[src/rtl/kfr_pkg.sv]
package kfr_pkg;

    // KISS framing codes
    localparam logic [7:0] FEND  = 8'hC0;
    localparam logic [7:0] FESC  = 8'hDB;
    localparam logic [7:0] TFEND = 8'hDC;
    localparam logic [7:0] TFESC = 8'hDD;

    localparam logic [3:0] CMD_DATA = 4'h0;

    // Record kinds
    localparam logic [1:0] KIND_PAYLOAD = 2'd0;
    localparam logic [1:0] KIND_END     = 2'd1;
    localparam logic [1:0] KIND_BADCMD  = 2'd2;

    typedef struct packed {
        logic [1:0] kind;
        logic [3:0] port;
        logic [7:0] value;
        logic [9:0] length;
        logic       truncated;
    } t_rec;

    // Decoder result for one byte
    typedef struct packed {
        logic emit;
        t_rec rec;
    } t_res;

endpackage

[src/rtl/kfr_if.sv]
// Received byte channel
interface kfr_byte_if;
    logic       valid;
    logic       ready;
    logic [7:0] rx_byte;

    modport source (output valid, output rx_byte, input ready);
    modport sink   (input valid, input rx_byte, output ready);
endinterface

// Decoded record channel
interface kfr_rec_if;
    logic       valid;
    logic       ready;
    logic [1:0] kind;
    logic [3:0] port;
    logic [7:0] value;
    logic [9:0] length;
    logic       truncated;

    modport source (output valid, output kind, output port, output value,
                    output length, output truncated, input ready);
    modport sink   (input valid, input kind, input port, input value,
                    input length, input truncated, output ready);
endinterface

[src/rtl/kfr_decoder.sv]
module kfr_decoder #(
    parameter int MAX_FRAME = 1024
) (
    input  logic          i_clk,
    input  logic          i_rst_n,
    input  logic          i_fire,
    input  logic [7:0]    i_byte,
    output kfr_pkg::t_res o_res
);
    import kfr_pkg::*;

    localparam int CW = $clog2(MAX_FRAME);
    localparam logic [CW-1:0] LAST = CW'(MAX_FRAME - 1);

    logic          r_await, n_await;
    logic          r_esc, n_esc;
    logic          r_frame, n_frame;
    logic [3:0]    r_port, n_port;
    logic [CW-1:0] r_count, n_count;
    logic          r_ovf, n_ovf;

    logic [CW+9:0] w_cnt_ext;
    logic [9:0]    w_cnt10;

    // Low 10 bits of the count, zero-extended when the count is narrower
    assign w_cnt_ext = {10'b0, r_count};
    assign w_cnt10   = w_cnt_ext[9:0];

    // Next state and record for the byte in flight
    always_comb begin
        logic       pay;
        logic [7:0] pay_byte;
        pay      = 1'b0;
        pay_byte = i_byte;
        n_await  = r_await;
        n_esc    = r_esc;
        n_frame  = r_frame;
        n_port   = r_port;
        n_count  = r_count;
        n_ovf    = r_ovf;
        o_res    = '0;
        if (i_fire) begin
            if (r_await) begin
                if (i_byte != FEND) begin
                    n_await = 1'b0;
                    n_count = '0;
                    n_ovf   = 1'b0;
                    if (i_byte[3:0] == CMD_DATA) begin
                        n_port  = i_byte[7:4];
                        n_frame = 1'b1;
                    end else begin
                        o_res.emit       = 1'b1;
                        o_res.rec.kind   = KIND_BADCMD;
                        o_res.rec.port   = i_byte[7:4];
                        o_res.rec.value  = {4'b0, i_byte[3:0]};
                    end
                end
            end else if (r_esc) begin
                n_esc = 1'b0;
                if (i_byte == TFEND) begin
                    pay      = 1'b1;
                    pay_byte = FEND;
                end else if (i_byte == TFESC) begin
                    pay      = 1'b1;
                    pay_byte = FESC;
                end
            end else if (i_byte == FEND) begin
                if (r_frame) begin
                    o_res.emit          = 1'b1;
                    o_res.rec.kind      = KIND_END;
                    o_res.rec.port      = r_port;
                    o_res.rec.length    = w_cnt10;
                    o_res.rec.truncated = r_ovf;
                end
                n_await = 1'b1;
                n_frame = 1'b0;
                n_esc   = 1'b0;
            end else if (i_byte == FESC) begin
                n_esc = 1'b1;
            end else begin
                pay = 1'b1;
            end

            // Payload byte: stream it out or drop it on overflow
            if (pay && r_frame) begin
                if (r_count < LAST) begin
                    o_res.emit       = 1'b1;
                    o_res.rec.kind   = KIND_PAYLOAD;
                    o_res.rec.port   = r_port;
                    o_res.rec.value  = pay_byte;
                    o_res.rec.length = w_cnt10;
                    n_count          = r_count + 1'b1;
                end else begin
                    n_ovf = 1'b1;
                end
            end
        end
    end

    // Framing state
    always_ff @(posedge i_clk) begin
        if (!i_rst_n) begin
            r_await <= 1'b0;
            r_esc   <= 1'b0;
            r_frame <= 1'b0;
            r_port  <= '0;
            r_count <= '0;
            r_ovf   <= 1'b0;
        end else begin
            r_await <= n_await;
            r_esc   <= n_esc;
            r_frame <= n_frame;
            r_port  <= n_port;
            r_count <= n_count;
            r_ovf   <= n_ovf;
        end
    end

endmodule

[src/rtl/kfr_out_stage.sv]
module kfr_out_stage (
    input  logic          i_clk,
    input  logic          i_rst_n,
    input  logic          i_fire,
    input  kfr_pkg::t_res i_res,
    input  logic          i_ready,
    output logic          o_free,
    output logic          o_valid,
    output kfr_pkg::t_rec o_rec
);
    import kfr_pkg::*;

    logic r_valid;
    t_rec r_rec;

    // Slot can take a new record when empty or being drained
    assign o_free  = !r_valid || i_ready;
    assign o_valid = r_valid;
    assign o_rec   = r_rec;

    always_ff @(posedge i_clk) begin
        if (!i_rst_n) begin
            r_valid <= 1'b0;
        end else if (o_free) begin
            r_valid <= i_fire && i_res.emit;
        end
    end

    always_ff @(posedge i_clk) begin
        if (o_free && i_fire && i_res.emit) begin
            r_rec <= i_res.rec;
        end
    end

endmodule

[src/rtl/kiss_frame_receiver.sv]
// KISS frame receiver: decodes one received byte per cycle, unless the record output
// stalls, into payload, end-of-frame and bad-command records.
// Path from byte request to record: input register, combinational decoder, result register.
// Throughput: 1 byte per cycle unless the output stalls; framing state updates per byte.
// Reset: synchronous active-low i_rst_n clears framing state and both stages.
module kiss_frame_receiver #(
    parameter int MAX_FRAME = 1024
) (
    input  logic       i_clk,
    input  logic       i_rst_n,
    kfr_byte_if.sink   i_rx,
    kfr_rec_if.source  o_rec
);
    import kfr_pkg::*;

    logic       r_in_valid;
    logic [7:0] r_in_byte;
    logic       w_free;
    logic       w_fire;
    t_res       w_res;
    t_rec       w_rec;

    assign w_fire     = r_in_valid && w_free;
    assign i_rx.ready = !r_in_valid || w_fire;

    // Input register
    always_ff @(posedge i_clk) begin
        if (!i_rst_n) begin
            r_in_valid <= 1'b0;
        end else if (i_rx.ready) begin
            r_in_valid <= i_rx.valid;
        end
    end

    always_ff @(posedge i_clk) begin
        if (i_rx.ready) begin
            r_in_byte <= i_rx.rx_byte;
        end
    end

    kfr_decoder #(
        .MAX_FRAME (MAX_FRAME)
    ) u_decoder (
        .i_clk   (i_clk),
        .i_rst_n (i_rst_n),
        .i_fire  (w_fire),
        .i_byte  (r_in_byte),
        .o_res   (w_res)
    );

    kfr_out_stage u_out (
        .i_clk   (i_clk),
        .i_rst_n (i_rst_n),
        .i_fire  (w_fire),
        .i_res   (w_res),
        .i_ready (o_rec.ready),
        .o_free  (w_free),
        .o_valid (o_rec.valid),
        .o_rec   (w_rec)
    );

    assign o_rec.kind      = w_rec.kind;
    assign o_rec.port      = w_rec.port;
    assign o_rec.value     = w_rec.value;
    assign o_rec.length    = w_rec.length;
    assign o_rec.truncated = w_rec.truncated;

endmodule

[src/flat_wrapper.sv]
// flat-port wrapper written by rule: the top's interface ports become plain ports
module kiss_frame_receiver_flat import kfr_pkg::*;
#(
    parameter int MAX_FRAME = 1024
)
  (i_clk, i_rst_n, i_rx_valid, i_rx_rx_byte, i_rx_ready, o_rec_valid, o_rec_kind, o_rec_port, o_rec_value, o_rec_length, o_rec_truncated, o_rec_ready);
  kfr_byte_if i_rx_i ();
  kfr_rec_if o_rec_i ();
  input  logic i_clk;
  input  logic i_rst_n;
  input wire logic [$bits(i_rx_i.valid)-1:0] i_rx_valid;
  input wire logic [$bits(i_rx_i.rx_byte)-1:0] i_rx_rx_byte;
  output wire logic [$bits(i_rx_i.ready)-1:0] i_rx_ready;
  output wire logic [$bits(o_rec_i.valid)-1:0] o_rec_valid;
  output wire logic [$bits(o_rec_i.kind)-1:0] o_rec_kind;
  output wire logic [$bits(o_rec_i.port)-1:0] o_rec_port;
  output wire logic [$bits(o_rec_i.value)-1:0] o_rec_value;
  output wire logic [$bits(o_rec_i.length)-1:0] o_rec_length;
  output wire logic [$bits(o_rec_i.truncated)-1:0] o_rec_truncated;
  input wire logic [$bits(o_rec_i.ready)-1:0] o_rec_ready;
  assign i_rx_i.valid = i_rx_valid;
  assign i_rx_i.rx_byte = i_rx_rx_byte;
  assign i_rx_ready = i_rx_i.ready;
  assign o_rec_valid = o_rec_i.valid;
  assign o_rec_kind = o_rec_i.kind;
  assign o_rec_port = o_rec_i.port;
  assign o_rec_value = o_rec_i.value;
  assign o_rec_length = o_rec_i.length;
  assign o_rec_truncated = o_rec_i.truncated;
  assign o_rec_i.ready = o_rec_ready;
  kiss_frame_receiver #(.MAX_FRAME(MAX_FRAME)) u_core (.i_clk(i_clk), .i_rst_n(i_rst_n), .i_rx(i_rx_i), .o_rec(o_rec_i));
endmodule
[config.mk]
export PLATFORM = sky130hd
export DESIGN_NAME = kiss_frame_receiver_flat
export DESIGN_NICKNAME = d
export VERILOG_FILES = /design/src/rtl/kfr_pkg.sv /design/src/rtl/kfr_if.sv /design/src/rtl/kfr_decoder.sv /design/src/rtl/kfr_out_stage.sv /design/src/rtl/kiss_frame_receiver.sv /design/src/flat_wrapper.sv
export SDC_FILE = /design/constraint.sdc
export NUM_CORES = 1
export LEC_CHECK = 0
export BUFFER_PORTS_ARGS = -buffer_cell sky130_fd_sc_hd__buf_4
export CAP_MARGIN = 25
export CORE_AREA = 2 2 66 68
export CTS_BUF_LIST = sky130_fd_sc_hd__clkbuf_2
export CTS_CLUSTER_SIZE = 25
export DETAILED_ROUTE_END_ITERATION = 10
export DIE_AREA = 0 0 68 70
export GPL_ROUTABILITY_DRIVEN = 1
export PLACE_DENSITY_LB_ADDON = 0.25
export SLEW_MARGIN = 20
export SYNTH_ARGS = -nofsm -noshare
export SYNTH_HDL_FRONTEND = slang
export SYNTH_HIERARCHICAL = 1
export SYNTH_SLANG_ARGS = --single-unit
[constraint.sdc]
create_clock -name i_clk -period 9 [get_ports i_clk]
set_input_delay 2.25 -clock i_clk [delete_from_list [all_inputs] [get_ports i_clk]]
set_output_delay 2.25 -clock i_clk [all_outputs]
set_load 0.1 [all_outputs]
==> impl_results.md <==
* Outcome: complete, no violations
* Pin count of the biggest net entering global routing at 31
* Pre-CTS WS at 3.79 ns
* Vias in the first global route at 1456
* Peak Freq at 192 MHz
* Buffers on Ports at 38
* Total Power at 0.399 mW
* Startpoint Class: input pin
* WL final at 4360 um
* CP endpoint kind: primary output
* Tcrit/Tclk final at 57.9%
* PostCTS Resize Cnt at 0
* Worst-margin pin slew at 0.848 ns
* Synth top area share at 41.7%
* Residual DRC count at 0
* Yosys top cell by area: edfxtp_1
* Synth Area in Compound Gates at 12.9%
* Worst Skew at 0.0187 ns
* Largest family of logic cells by synthesized area: simple AND/OR/NAND/NOR gates
* Post-synth EDFFs at 33
* Crit-path slowest cell: buf_4
* Path depth of the worst reg2reg path at 8
* Clk pwr share at 29.3%
* Nets at 257
* Antenna violations before repair at 0
* Ys async rst share at 0%
* Post-DP HPWL at 2990 um
* First-pass GRT wire length at 7090 um
* Gp weighted congestion at 0.837
* Final Max Tran Viols at 0
* Xor-xnor portion of the synthesized cell area at 0%
* CP Data Arrival Time at 2.96 ns
* CTS Buf Count at 5
* Crit Path Max Fanout at 10
* R2r startpoint: u_core/r_in_byte[5]
* CTS Sinks at 53
* R2r setup slk at 5.05 ns
* Sequential share of power at 65.9%
* Simple-gate share of the synthesized area at 23.7%
* CTS root buffer: clkbuf_2
* H-Tree Depth at 2
* Storage cell area at 1390 um^2
* Via Count at 1711
* Synthesis-to-finish area growth at 16.0%
* Cell Area, Placed at 2690 um^2
* CP endpoint: i_rx_ready
* Sequential element share of the synthesized area at 58.6%
* Synth Net Count at 221
* Final setup TNS at 0 ns
* # hold bufs at CTS at 0
* Max-Cap Viols at 0
* Wire length per cell at 14.7 um
* Adder-cell share of the synthesized area at 0.527%
* Die Ht at 70 um
* R2r endpoint: u_core/u_out/o_rec[19]
* Gr usage total at 19.8%
* Die X at 68 um
* Net Switching at 0.0850 mW
* Via/cell ratio at 5.76
* ANT nets after route at 0
* Minimum clock period at 5.21 ns
* Hold path start: u_core/u_out/o_valid
* Proportion of layout cells with a drive suffix above 1 at 22.4%
* Int Pwr at 0.314 mW
* Avg Cell Area, Syn at 11.4 um^2
* N_diodes at 0
* # IOs at 39
* Initial Util at 57.3%
* Top post-synthesis cells by count: edfxtp_1 (33), dfxtp_1 (20), and2_1 (13), nor2_1 (13)
* Leakage power at 0.993 nW
* Count leader, synth: edfxtp_1
* CP startpoint: o_rec_ready
* Slew margin rel. at 43.2%
* Warnings from Yosys at 6
* Comb pwr share at 4.7%
* Mux contribution to synthesized area at 2.11%
* Final Hold Viols at 0
* Worst path cell trace: buf_4 > nand2b_4 > nand2b_4 > buf_4
* DR iter-0 viols at 135
* Flops & latches, synth at 53
* First-pass detailed-route iteration total at 4
* Peak VDD IR at 0.000105 V
* Slowest cell delay on critical path at 0.31 ns
* Core ar. at 4140 um^2
* Distinct cells, synth at 50
* Fillers at 352
* Switching Fraction at 21.3%
* Req. time, crit path at 6.75 ns
* PwrDens at 145 nW/um^2
* Footprint of the multi-input gates at 931 um^2
* Worst-path clk slew at 0.25 ns
* Clock Latency Late Sink at 0.44 ns
* Endpoints failing setup at 0
* RSZ-0062 raised after global routing: no
* Final worst setup slack at 3.79 ns
* Clk buf depth at 2
* Row count at 24
* HP Class: reg2reg
* Synth Flop Type: edfxtp_1
* Die ar. at 4760 um^2
* Fin area at 2760 um^2
* Synthesized instance count at 208
* TritonCTS clock tree: done
* Critical Setup Path Class: in2out
* Largest cells by area after synthesis: edfxtp_1 (42%), dfxtp_1 (17%), and2_1 (3.4%), nand3_1 (2.3%), a21oi_1 (2.1%)
* Post-Syn Area at 2370 um^2
* Setup Buffers After CTS at 0
* Worst hold slack at 0.526 ns
* Grt ovf at 0
stage by stage:
stage,utilization [%],instances
detailed placement,64.9,289
CTS,66.5,297
global route,66.5,297
global placement,64.9,289
finish,66.5,297
floorplan,-,208
routing by layer:
layer / part of all wire (%) / GRT usage (%) / vias to the layer above / wire (um)
li1: - / - / 854 / -
met1: 47 / 30.9 / 799 / 2070
met2: 45 / 27.4 / 53 / 1980
met3: 6.0 / 4.99 / 5 / 262
met4: 1.1 / 5.33 / 0 / 49
met5: 0 / 0 / - / 0
cells in the final DEF, fill, tap and decap left out, types with 2 or more instances in the layout:
master	count
nor4_1	2
a21oi_1	10
o31ai_1	2
edfxtp_1	33
o21a_1	2
a21o_1	2
nand2b_1	4
a32o_1	2
o21ai_0	6
nor2_1	13
nand3b_1	4
nand2b_4	2
inv_1	5
a22o_1	5
clkbuf_2	6
a32oi_1	3
buf_4	38
and3_1	7
nor3_1	5
a21boi_2	2
dfxtp_1	20
and2_1	13
o21ai_1	2
mux2i_1	5
and4_1	2
nand3_1	11
nand4_1	3
nor3b_1	2
nand2_1	11
area by class of cell:
cell class,count,area share (%)
inverters,5,0.681
clock inverters,2,1.23
clock buffers,6,1.09
repair buffers,38,10.4
multi-input cells,141,33.8
well taps,52,2.36
flip-flops and latches,53,50.5
state kept, by name (all words and copies together), names as in the netlist:
name / count
u_core/u_decoder/r_ovf: 1
u_core/u_decoder/r_count: 10
u_core/u_out/o_rec: 25
u_core/u_out/o_valid: 1
u_core/u_decoder/r_esc: 1
u_core/r_in_valid: 1
u_core/u_decoder/r_frame: 1
u_core/r_in_byte: 8
u_core/u_decoder/r_await: 1
u_core/u_decoder/r_port: 4
cells by family (layout without fill, tap and decap cells):
group                      Yosys count  count (layout)
AOI/OAI and AO/OA                   43              43
adders and majority gates            1               1
buffers and inverters               14              51
DFF                                 53              53
muxes                                5               5
and+or+nand+nor                     92              92
power groups by stage:
stage	registers (mW)	logic, mW	clock network [mW]
floorplan	0.270	0.00901	0
global placement	0.268	0.0184	0
detailed placement	0.268	0.0188	0
CTS	0.263	0.0189	0.119
global route	0.264	0.0204	0.126
finish	0.263	0.0188	0.117
worst min path at each step:
stage | slack, ns | end | depth (start not counted)
after floorplan | 0.45 | u_core/u_decoder/r_ovf | 2
after global placement | 0.47 | u_core/u_decoder/r_port[3] | 2
after detailed placement | 0.49 | u_core/u_decoder/r_port[0] | 2
after CTS | 0.53 | u_core/u_decoder/r_count[1] | 2
after global routing | 0.54 | u_core/u_decoder/r_count[1] | 2
final | 0.53 | u_core/u_out/o_valid | 2
critical path: cells and delay by family:
kind                   cells  cell delay, ns
buffers and inverters      2            0.39
AND/OR/NAND/NOR            2            0.31
(Power assumes the default switching activity.)
